`src/rtl/fpfir_pkg.sv`:
```
// ----------------------------------------------------------------------------
// fpfir_pkg: shared definitions for the fixed-point FIR filter core
// Field widths, stream packing offsets, mode codes and the command and
// status structs that join the controller and the datapath.
// ----------------------------------------------------------------------------
package fpfir_pkg;

   // Default filter configuration.
   localparam int TAPS_DEF      = 24;
   localparam int FRAC_BITS_DEF = 8;

   // Field widths.
   localparam int IDX_W    = 5;
   localparam int WEIGHT_W = 16;
   localparam int SAMPLE_W = 24;
   localparam int RESULT_W = 32;
   localparam int PROD_W   = SAMPLE_W + WEIGHT_W;

   // Stream word packing.
   localparam int REQ_DATA_W = 48;
   localparam int RSP_DATA_W = 32;
   localparam int IDX_LSB    = 0;
   localparam int WEIGHT_LSB = IDX_LSB + IDX_W;
   localparam int SAMPLE_LSB = WEIGHT_LSB + WEIGHT_W;

   // Item kinds carried in tuser.
   localparam logic MODE_LOAD   = 1'b0;
   localparam logic MODE_FILTER = 1'b1;

   // Controller to datapath commands.
   typedef struct packed {
      logic load_weight;  // write one coefficient from the request word
      logic shift_in;     // push a new sample and clear the accumulator
      logic mac_en;       // multiply the head taps and rotate both lines
      logic load_out;     // move the saturated sum into the output register
   } fpfir_cmd_type;

   // Datapath to controller status.
   typedef struct packed {
      logic out_busy;     // output register holds a word not yet taken
   } fpfir_status_type;

endpackage

```
`src/rtl/fpfir_ctrl.sv`:
```
// ----------------------------------------------------------------------------
// fpfir_ctrl: sequencing state machine of the FIR filter core
// Accepts request words, walks the taps once per sample and hands the
// finished sum to the output register.
// ----------------------------------------------------------------------------
module fpfir_ctrl #(
   parameter int TAPS = fpfir_pkg::TAPS_DEF
) (
   input  logic                        clock,
   input  logic                        reset,
   input  logic                        req_tvalid,
   output logic                        req_tready,
   input  logic                        req_mode,
   input  fpfir_pkg::fpfir_status_type status,
   output fpfir_pkg::fpfir_cmd_type    cmd
);
   import fpfir_pkg::*;

   localparam int CNT_W = $clog2(TAPS);

   typedef enum logic [2:0] {
      ST_IDLE,
      ST_MAC,
      ST_DRAIN_A,
      ST_DRAIN_B,
      ST_FINISH
   } state_type;

   state_type        state_ff;
   logic             rdy_ff;
   logic             mac_ff;
   logic [CNT_W-1:0] cnt_ff;
   logic             accept;

   assign accept     = req_tvalid & rdy_ff;
   assign req_tready = rdy_ff;

   always_comb begin
      cmd.load_weight = accept & (req_mode == MODE_LOAD);
      cmd.shift_in    = accept & (req_mode == MODE_FILTER);
      cmd.mac_en      = mac_ff;
      cmd.load_out    = (state_ff == ST_FINISH) & ~status.out_busy;
   end

   always_ff @(posedge clock) begin
      if (reset) begin
         state_ff <= ST_IDLE;
         rdy_ff   <= 1'b1;
         mac_ff   <= 1'b0;
         cnt_ff   <= '0;
      end else begin
         unique case (state_ff)
            ST_IDLE: begin
               if (accept && (req_mode == MODE_FILTER)) begin
                  state_ff <= ST_MAC;
                  rdy_ff   <= 1'b0;
                  mac_ff   <= 1'b1;
                  cnt_ff   <= '0;
               end
            end
            ST_MAC: begin
               if (cnt_ff == CNT_W'(TAPS - 1)) begin
                  state_ff <= ST_DRAIN_A;
                  mac_ff   <= 1'b0;
               end else begin
                  cnt_ff <= cnt_ff + 1'b1;
               end
            end
            ST_DRAIN_A: begin
               state_ff <= ST_DRAIN_B;
            end
            ST_DRAIN_B: begin
               state_ff <= ST_FINISH;
            end
            ST_FINISH: begin
               if (!status.out_busy) begin
                  state_ff <= ST_IDLE;
                  rdy_ff   <= 1'b1;
               end
            end
            default: begin
               state_ff <= ST_IDLE;
               rdy_ff   <= 1'b1;
               mac_ff   <= 1'b0;
            end
         endcase
      end
   end

endmodule

```
`src/rtl/fpfir_dp.sv`:
```
// ----------------------------------------------------------------------------
// fpfir_dp: datapath of the FIR filter core
// Delay line and coefficient table as rotating registers, one shared
// multiplier, truncating scale stage, accumulator, saturation and the
// output register.
// ----------------------------------------------------------------------------
module fpfir_dp #(
   parameter int TAPS      = fpfir_pkg::TAPS_DEF,
   parameter int FRAC_BITS = fpfir_pkg::FRAC_BITS_DEF
) (
   input  logic                                  clock,
   input  logic                                  reset,
   input  fpfir_pkg::fpfir_cmd_type              cmd,
   output fpfir_pkg::fpfir_status_type           status,
   input  logic [fpfir_pkg::IDX_W-1:0]           tap_index,
   input  logic signed [fpfir_pkg::WEIGHT_W-1:0] tap_weight,
   input  logic signed [fpfir_pkg::SAMPLE_W-1:0] sample,
   output logic                                  rsp_tvalid,
   input  logic                                  rsp_tready,
   output logic signed [fpfir_pkg::RESULT_W-1:0] filtered
);
   import fpfir_pkg::*;

   localparam int ADDR_W = $clog2(TAPS);
   localparam int CMP_W  = (IDX_W > ADDR_W) ? IDX_W + 1 : ADDR_W + 1;
   localparam int ACC_W  = PROD_W + ADDR_W + 1;
   localparam logic [PROD_W-1:0] RND_BIAS = PROD_W'((64'd1 << FRAC_BITS) - 64'd1);
   localparam logic signed [ACC_W-1:0] SAT_MAX = {{(ACC_W-RESULT_W){1'b0}}, 32'h7FFF_FFFF};
   localparam logic signed [ACC_W-1:0] SAT_MIN = {{(ACC_W-RESULT_W){1'b1}}, 32'h8000_0000};

   logic signed [SAMPLE_W-1:0] dly_ff [TAPS];
   logic signed [SAMPLE_W-1:0] dly_in [TAPS];
   logic signed [WEIGHT_W-1:0] wgt_ff [TAPS];
   logic signed [WEIGHT_W-1:0] wgt_in [TAPS];

   logic signed [PROD_W-1:0]   prod_ff;
   logic                       prod_vld_ff;
   logic signed [PROD_W-1:0]   quot_ff;
   logic signed [PROD_W-1:0]   quot_in;
   logic                       quot_vld_ff;
   logic signed [ACC_W-1:0]    acc_ff;
   logic signed [RESULT_W-1:0] sat_in;
   logic                       rsp_vld_ff;
   logic signed [RESULT_W-1:0] rsp_data_ff;
   logic [CMP_W-1:0]           idx_ext;

   assign idx_ext = CMP_W'(tap_index);

   // Both lines rotate toward position zero during the walk, so after TAPS
   // steps they are back in their original alignment.
   always_comb begin
      for (int i = 0; i < TAPS; i++) begin
         dly_in[i] = dly_ff[i];
         wgt_in[i] = wgt_ff[i];
         if (cmd.mac_en) begin
            dly_in[i] = (i == TAPS - 1) ? dly_ff[0] : dly_ff[(i + 1) % TAPS];
            wgt_in[i] = (i == TAPS - 1) ? wgt_ff[0] : wgt_ff[(i + 1) % TAPS];
         end else if (cmd.shift_in) begin
            dly_in[i] = (i == 0) ? sample : dly_ff[(i + TAPS - 1) % TAPS];
         end else if (cmd.load_weight && (idx_ext == CMP_W'(i))) begin
            wgt_in[i] = tap_weight;
         end
      end
   end

   always_ff @(posedge clock) begin
      if (reset) begin
         for (int i = 0; i < TAPS; i++) begin
            dly_ff[i] <= '0;
            wgt_ff[i] <= '0;
         end
      end else begin
         for (int i = 0; i < TAPS; i++) begin
            dly_ff[i] <= dly_in[i];
            wgt_ff[i] <= wgt_in[i];
         end
      end
   end

   // Division by 2^FRAC_BITS truncating toward zero: bias negatives first.
   always_comb begin
      quot_in = $signed(prod_ff + (prod_ff[PROD_W-1] ? RND_BIAS : '0)) >>> FRAC_BITS;
   end

   always_comb begin
      if (acc_ff > SAT_MAX) begin
         sat_in = SAT_MAX[RESULT_W-1:0];
      end else if (acc_ff < SAT_MIN) begin
         sat_in = SAT_MIN[RESULT_W-1:0];
      end else begin
         sat_in = acc_ff[RESULT_W-1:0];
      end
   end

   always_ff @(posedge clock) begin
      prod_ff <= dly_ff[0] * wgt_ff[0];
      quot_ff <= quot_in;
      if (cmd.shift_in) begin
         acc_ff <= '0;
      end else if (quot_vld_ff) begin
         acc_ff <= acc_ff + {{(ACC_W-PROD_W){quot_ff[PROD_W-1]}}, quot_ff};
      end
      if (cmd.load_out) begin
         rsp_data_ff <= sat_in;
      end
   end

   always_ff @(posedge clock) begin
      if (reset) begin
         prod_vld_ff <= 1'b0;
         quot_vld_ff <= 1'b0;
         rsp_vld_ff  <= 1'b0;
      end else begin
         prod_vld_ff <= cmd.mac_en;
         quot_vld_ff <= prod_vld_ff;
         if (cmd.load_out) begin
            rsp_vld_ff <= 1'b1;
         end else if (rsp_tready) begin
            rsp_vld_ff <= 1'b0;
         end
      end
   end

   assign status.out_busy = rsp_vld_ff & ~rsp_tready;
   assign rsp_tvalid      = rsp_vld_ff;
   assign filtered        = rsp_data_ff;

endmodule

```
`src/rtl/fixed_point_fir_filter_core.sv`:
```
// ----------------------------------------------------------------------------
// fixed_point_fir_filter_core: direct-form FIR filter on Q.8 samples
// Coefficient loads and filter samples arrive on one stream; each sample
// gives one saturated 32-bit result on the response stream.
// ----------------------------------------------------------------------------
// A filter word holds off further requests until its sum has gone to the
// output register; the walk over the taps is paced by the single shared
// multiplier that visits one tap per cycle. A coefficient load is written
// as it is accepted. A finished result may wait in the output register
// while the next word is accepted and computed.
// Reset (synchronous, active high) clears the delay line, the coefficient
// table and all control state.
module fixed_point_fir_filter_core #(
   parameter int TAPS      = fpfir_pkg::TAPS_DEF,
   parameter int FRAC_BITS = fpfir_pkg::FRAC_BITS_DEF
) (
   input  logic                                clock,
   input  logic                                reset,
   // Request stream.
   input  logic                                req_tvalid,
   output logic                                req_tready,
   // tdata from bit 0: tap_index[4:0], tap_weight[20:5], sample[44:21], zero fill.
   input  logic [fpfir_pkg::REQ_DATA_W-1:0]    req_tdata,
   // tuser: mode (0 loads a coefficient, 1 filters one sample).
   input  logic                                req_tuser,
   // Response stream.
   output logic                                rsp_tvalid,
   input  logic                                rsp_tready,
   // tdata from bit 0: filtered[31:0].
   output logic [fpfir_pkg::RSP_DATA_W-1:0]    rsp_tdata
);
   import fpfir_pkg::*;

   fpfir_cmd_type              cmd;
   fpfir_status_type           status;
   logic signed [RESULT_W-1:0] filtered;

   // The controller owns the request handshake and steps the datapath
   // through one multiply-accumulate per tap, then the pipeline drain states
   // ST_DRAIN_A and ST_DRAIN_B before the sum is saturated into the output register.
   fpfir_ctrl #(
      .TAPS (TAPS)
   ) u_ctrl (
      .clock      (clock),
      .reset      (reset),
      .req_tvalid (req_tvalid),
      .req_tready (req_tready),
      .req_mode   (req_tuser),
      .status     (status),
      .cmd        (cmd)
   );

   // The datapath keeps the delay line and coefficient table as rotating
   // registers so the multiplier always reads the head entries. Out-of-range
   // coefficient indexes match no entry and are dropped.
   fpfir_dp #(
      .TAPS      (TAPS),
      .FRAC_BITS (FRAC_BITS)
   ) u_dp (
      .clock      (clock),
      .reset      (reset),
      .cmd        (cmd),
      .status     (status),
      .tap_index  (req_tdata[IDX_LSB +: IDX_W]),
      .tap_weight (req_tdata[WEIGHT_LSB +: WEIGHT_W]),
      .sample     (req_tdata[SAMPLE_LSB +: SAMPLE_W]),
      .rsp_tvalid (rsp_tvalid),
      .rsp_tready (rsp_tready),
      .filtered   (filtered)
   );

   assign rsp_tdata = RSP_DATA_W'(filtered);

endmodule
```
`config.mk`:
```
export PLATFORM = sky130hd
export DESIGN_NAME = fixed_point_fir_filter_core
export DESIGN_NICKNAME = d
export VERILOG_FILES = /design/src/rtl/fpfir_pkg.sv /design/src/rtl/fpfir_ctrl.sv /design/src/rtl/fpfir_dp.sv /design/src/rtl/fixed_point_fir_filter_core.sv
export SDC_FILE = /design/constraint.sdc
export NUM_CORES = 2
export LEC_CHECK = 0
export BUFFER_PORTS_ARGS = -buffer_cell sky130_fd_sc_hd__buf_2
export CORE_ASPECT_RATIO = 1.5
export CORE_MARGIN = 1.5
export CORE_UTILIZATION = 55
export CTS_BUF_LIST = sky130_fd_sc_hd__clkbuf_16
export DETAILED_ROUTE_END_ITERATION = 7
export PLACE_DENSITY = 0.69
export SETUP_SLACK_MARGIN = 0.3
export SYNTH_ARGS = -nofsm -noshare
export SYNTH_HDL_FRONTEND = slang
export SYNTH_SLANG_ARGS = --single-unit
```
`constraint.sdc`:
```
create_clock -name clock -period 12 [get_ports clock]
set_input_delay 1.2 -clock clock [delete_from_list [all_inputs] [get_ports clock]]
set_output_delay 1.2 -clock clock [all_outputs]
set_load 0.005 [all_outputs]
```
=== Word level (Yosys, flattened, before mapping) ===
Memory sizes are Yosys's and may differ from the RTL's.
Cells that the tools add are included.

* Register bits: 163
* RAM bits: 960
* Input bits: 53
* Output and inout port bits: 34
* Word-level logic and storage cells: 332
* Memories: 2

* Add/subtract/negate cells: 3
* Multipliers: 1
* Order comparisons: 2
* Equality and inequality tests: 32
* Mux-type cells: 188
* Bitwise operators: 58
* Reductions and logical operators: 35

{| class="wikitable"
|+ Memories
! name !! words !! bits a word !! read ports !! clocked after Yosys merged registers in !! write ports !! RTL line !! text
|-
| u_dp.dly_ff || 24 || 24 || 24 || 0 || 24 || fpfir_dp.sv:31 || <nowiki>logic signed [SAMPLE_W-1:0] dly_ff [TAPS];</nowiki>
|-
| u_dp.wgt_ff || 24 || 16 || 24 || 0 || 24 || fpfir_dp.sv:33 || <nowiki>logic signed [WEIGHT_W-1:0] wgt_ff [TAPS];</nowiki>
|}

{| class="wikitable"
|+ Operators with widths
! cell !! number
|-
| 2-to-1 mux 24 bit || 72
|-
| 2-to-1 mux 16 bit || 96
|-
| OR 1 bit || 48
|-
| adder 46 bit || 1
|-
| > comparator 46 x 32 -> 1 bit, second input constant || 1
|-
| less-than comparator 46 x 32 -> 1 bit, second input constant || 1
|-
| equality test 5 bit, second input constant || 9
|-
| adder 40 x 8 -> 40 bit || 1
|-
| equality test 5 x 4 -> 1 bit, second input constant || 8
|-
| multiplier 24 x 16 -> 40 bit || 1
|-
| 2-to-1 mux 32 bit || 1
|-
| logical AND 1 bit || 25
|-
| equality test 5 x 3 -> 1 bit, second input constant || 4
|-
| case mux 3 bit (5 select lines) || 1
|-
| AND reduction 3 bit || 4
|-
| equality test 5 x 2 -> 1 bit, second input constant || 2
|-
| 2-to-1 mux 5 bit || 2
|-
| case mux 5 bit (2 select lines) || 1
|-
| 2-to-1 mux 1 bit || 9
|-
| 2-to-1 mux 3 bit || 3
|-
| 2-to-1 mux 8 bit || 1
|-
| equality test 3 x 2 -> 1 bit, second input constant || 2
|-
| logical NOT 6 bit || 1
|-
| case mux 1 bit (3 select lines) || 2
|-
| 11 further kinds || 23
|}

=== Longest topological paths before layout ===
* Depth in word-level cells: 7
* Depth in mapped cells: 28
* Gate-level depth less buffers: 25

=== Modules after synthesis ===
Synthesis repeated with hierarchy kept, for this count alone.

* Cells, all modules: 7,356
* Area total of the unflattened synthesis: 62,513.7 um2

{| class="wikitable"
|+ Modules (own cells, without submodules)
! module !! times used !! cells an instance !! area each (um2) !! seq. area each (um2)
|-
| fpfir_dp || 1 || 7,290 || 61,959.4 || 22,601.7
|-
| fpfir_ctrl || 1 || 66 || 554.3 || 200.2
|}

=== Worst setup path after synthesis ===
OpenSTA, ideal clock, no wires.

* Path type: register to register
* Start point: memory u_dp.dly_ff[0][22]
* End point: register u_dp.prod_ff[33]
* Library setup time: 0.072 ns
* Arrival time: 6.093 ns
* Required time: 11.928 ns
* Slack: 5.835 ns
* Cell stages (with the launch flop): 25
* Path buffers: 2
* Period minus slack after synthesis: 6.165 ns
* Path through: dfxtp_1 -> clkbuf_1 -> clkbuf_1 -> nand2_1 -> fa_1 -> inv_1 -> fa_1 -> inv_1 -> fa_1 -> inv_1 -> fa_1 -> inv_1 -> fa_1 -> fa_1 -> inv_1 -> ha_1 -> a21o_1 -> a21o_1 -> a21oi_1 -> nand3_1 -> a31o_2 -> a41o_1 -> a21o_1 -> a221oi_1 -> xnor2_1

{| class="wikitable"
|+ RTL lines
! element !! RTL line !! text
|-
| start, declared || fpfir_dp.sv:31 ||
|-
| end signal, assigned || fpfir_dp.sv:96 || <nowiki>prod_ff <= dly_ff[0] * wgt_ff[0];</nowiki>
|-
| end, declared || fpfir_dp.sv:36 || <nowiki>logic signed [PROD_W-1:0] prod_ff;</nowiki>
|}

==> impl_metrics.csv <==
group,metric,value,unit
run_status,status,"completed",
synthesis,synth-xor-area-share,1.65,%
synthesis,synthTopCellsByArea,"dfxtp_1 (35%), a21oi_1 (13%), fa_1 (12%)",
clock_network,clk-insertion-delay-late,0.77,ns
cells_and_area,drive_above_1_share,4.56,%
die,ios,87,
detailed_routing,num_vias,51574,
placed_design,io_buffers,83,
setup_path,cp_top_family,"adder cells",
synthesis,synth.cell_area,62300,um^2
synthesis,dominantRegCellSynth,"dfxtp_1",
clock_network,cts.clk_slew.worst_paths,0.06,ns
synthesis,ys.warnings.count,0,
grt,grt_busiest_layer,"met2",
placed_design,dp_hpwl,91600,um
cells_and_area,seqCellArea,22800,um^2
clock_network,post_cts_buffers,0,
clock_network,postCtsHoldBufs,0,
die,die_y,415,um
grt,grt_max_degree,280,
detailed_routing,drtAntennaViolNets,0,
setup_path,r2r_start,"u_dp.dly_ff[0][9]$_SDFFE_PP0P_",
setup_path,path_cells,"nand2_1, fa_1, fa_1, fa_1, fa_1, inv_1, fa_1, fa_1, ha_1, and3_1, nand3_1, o31ai_1, o311ai_0, a21oi_1, o21ai_1, o21ai_0, o21ai_0, o21ai_0, xor2_1",
sta,fmax,141,MHz
detailed_routing,vias_per_cell,5.61,
grt,first_global_vias,47774,
synthesis,synth-simple-area-share,18.5,%
synthesis,muxShareOfSynthArea,0.466,%
synthesis,syn_avg_cell_area,7.73,um^2
detailed_routing,wl_per_cell,15.6,um
die,core_area,113000,um^2
synthesis,synth_common_cells,"a21oi_1 (1,639), nand2_1 (1,437), dfxtp_1 (1,091)",
clock_network,htree_levels,3,
power_and_ir_drop,ir_drop,0.139,mV
sta,finalCriticalPeriod,7.08,ns
die,rows,151,
sta,slew_violations,0,
setup_path,crit_type,"flip-flop to flip-flop",
sta,fin_crit_sh,59.0,%
synthesis,yosysTopAreaCellShare,35.1,%
sta,hold_viol,0,
synthesis,synth_most_common_cell,"a21oi_1",
sta,tightest_slew,1.33,ns
sta,fin_tns_setup,0,ns
synthesis,synth-seq-cells,1123,
cells_and_area,multi_input_area,35300,um^2
cells_and_area,area_growth,6.33,%
synthesis,netlist_instances,8057,
flow_run,cap_violations,0,
synthesis,syn-num-nets,8636,
clock_network,clock-sinks,1123,
worst_hold_path,worstHoldPathType,"flip-flop to flip-flop",
grt,grt-ovfl-total,0,
grt,grt_antenna_before_repair,3,
grt,gr-usage-met3,2.62,%
detailed_routing,drcViolationCount,0,
grt,grt_use_total,24.4,%
setup_path,r2r_setup_slack,4.92,ns
die,start_util,55.3,%
clock_network,cts_max_path_buffers,3,
clock_network,clockRootBuffer,"clkbuf_16",
setup_path,path_common_cell,"fa_1",
worst_hold_path,min_from,"u_dp.prod_ff[23]$_DFF_P_",
power_and_ir_drop,powerDensity,144,nW/um^2
setup_path,cp.required,12.64,ns
placed_design,gp_congestion,0.851,
synthesis,async_flop_share,0,%
setup_path,worst-path-max-fanout,19,
synthesis,synth_fa_ha_area_share,15.1,%
setup_path,slowest_stage,"dfxtp_1",
synthesis,synth_top_cell_by_area,"dfxtp_1",
setup_path,path_buf_inv,1,
synthesis,yosys.cell_types.count,75,
cells_and_area,fillCellCount,10233,
cells_and_area,fin_util,58.8,%
clock_network,cts_made_buffers,107,
setup_path,cp.arrival,7.72,ns
setup_path,r2r_cells,19,
synthesis,synth_compound_area_share,20.8,%
clock_network,cts.repair.resized,0,
setup_path,timing.rr.end,"u_dp.prod_ff[38]$_DFF_P_",
cells_and_area,nets,8233,
die,die_area,115000,um^2
clock_network,cts_tree,"yes",
sta,rsz0062_at_grt,"no",
synthesis,synth_edf_count,32,
detailed_routing,dr.pass1.iters,5,
worst_hold_path,whs_endpoint,"u_dp.quot_ff[15]$_DFF_P_",
synthesis,synth_seq_area_share,36.6,%
power_and_ir_drop,leakage,25.6,nW
setup_path,endpoint_kind,"flip-flop",
setup_path,startpoint_type,"flip-flop",
detailed_routing,drt_iter0_drc,3706,
worst_hold_path,min_path_cells,1,
grt,gr-usage-met2,42.7,%
sta,setup_violations,0,
sta,max-slew-margin-rel,10.7,%
grt,grt_pass1_wl,238000,um
sta,fin_skew,0.0908,ns
die,die_w,278,um
grt,use_met1,30.7,%
synthesis,synth_top_family_by_area,"compound AO/OA/AOI/OAI gates",
setup_path,slowest_delay,1.05,ns
detailed_routing,routed_wl,143000,um
==> worst register-to-register path, cell delays in order, from the launching register on <==
cell	delay, ns
dfxtp_1	1.05
nand2_1	0.21
fa_1	0.56
fa_1	0.58
fa_1	0.44
fa_1	0.55
inv_1	0.05
fa_1	0.49
fa_1	0.42
ha_1	0.36
and3_1	0.19
nand3_1	0.08
o31ai_1	0.45
o311ai_0	0.27
a21oi_1	0.31
o21ai_1	0.17
o21ai_0	0.21
o21ai_0	0.17
o21ai_0	0.26
xor2_1	0.17
==> registers in the layout (all words and copies together) (netlist names) <==
signal and flops:
u_ctrl.mac_ff 1, u_dp.acc_ff 46, u_dp.dly_ff 576, u_ctrl.cnt_ff 5, u_ctrl.state_ff 3, u_dp.quot_vld_ff 1
u_dp.filtered 32, u_dp.prod_ff 40, u_dp.prod_vld_ff 1, u_ctrl.req_tready 1, u_dp.quot_ff 32, u_dp.rsp_tvalid 1
u_dp.wgt_ff 384
==> cell usage in the layout (no fill, tap or decap), drive strengths merged, types with 5 or more instances in the layout <==
cell,n
dfxtp,1091
and3,15
nand2,1437
o21a,18
edfxtp,32
xor2,35
bufinv,8
nand2b,22
o21ai,68
nand4,21
o21bai,15
buf,148
and2,161
o211ai,5
clkinv,58
or3,7
ha,151
mux2i,29
a31o,9
nor4,7
nand3,37
fa,375
xnor2,82
a21o,87
a211oi,392
nor2b,37
a21oi,1639
nor2,1074
inv,491
nor3,18
clkbuf,109
==> logic make-up after synthesis <==
logic type / Yosys count
AOI/OAI and AO/OA: 2283
xor gates and xnor gates: 117
buffers and inverters: 1131
and+or+nand+nor: 2848
muxes: 29
DFF: 1123
adders and majority gates: 526
==> routing by layer <==
| layer | vias up | share of wire, % |
|---|---|---|
| met3 | 260 | 3.7 |
| met4 | 2 | 3.6 |
| met2 | 1015 | 50 |
| met1 | 24587 | 43 |
| li1 | 25710 | - |
| met5 | - | 0.0077 |
==> metrics by stage <==
stage	cell area (um^2)	setup WS [ns]	cells	hold slack, ns	power [W]
floorplan	62300	5.83	8057	0.414	0.00578
global placement	62700	5.06	8998	0.441	0.00621
detailed placement	62700	5.02	8998	0.441	0.00626
CTS	66200	4.93	9197	0.455	0.00964
global route	66200	4.56	9198	0.464	0.0100
finish	66200	4.92	9198	0.453	0.00956
==> report_power, final <==
part	internal [W]	total [W]	switching (W)
logic	0.000661	0.00193	0.00127
clock network	0.00184	0.00336	0.00152
registers	0.00405	0.00427	0.000217
==> final cells by class <==
cell class                      instances  area share (%)
Clock buffer                          109            4.12
Sequential cell                      1123            34.4
Tap cell                             1453            2.75
Antenna cell                            1         0.00378
Clock inverter                         90            1.19
Multi-Input combinational cell       5803            53.3
Inverter                              471            2.67
Timing Repair Buffer                  148            1.53
==> worst max-delay path by stage <==
stage                                    end  cells past startpoint                             from
floorplan           u_dp.prod_ff[33]$_DFF_P_                     24  u_dp.dly_ff[0][22]$_SDFFE_PP0P_
global placement    u_dp.prod_ff[39]$_DFF_P_                     23  u_dp.dly_ff[0][22]$_SDFFE_PP0P_
detailed placement  u_dp.prod_ff[38]$_DFF_P_                     19   u_dp.dly_ff[0][9]$_SDFFE_PP0P_
CTS                 u_dp.prod_ff[38]$_DFF_P_                     19   u_dp.dly_ff[0][9]$_SDFFE_PP0P_
global route        u_dp.prod_ff[36]$_DFF_P_                     19   u_dp.dly_ff[0][9]$_SDFFE_PP0P_
finish              u_dp.prod_ff[38]$_DFF_P_                     19   u_dp.dly_ff[0][9]$_SDFFE_PP0P_
No activity file was read; power rests on OpenSTA's default activity.
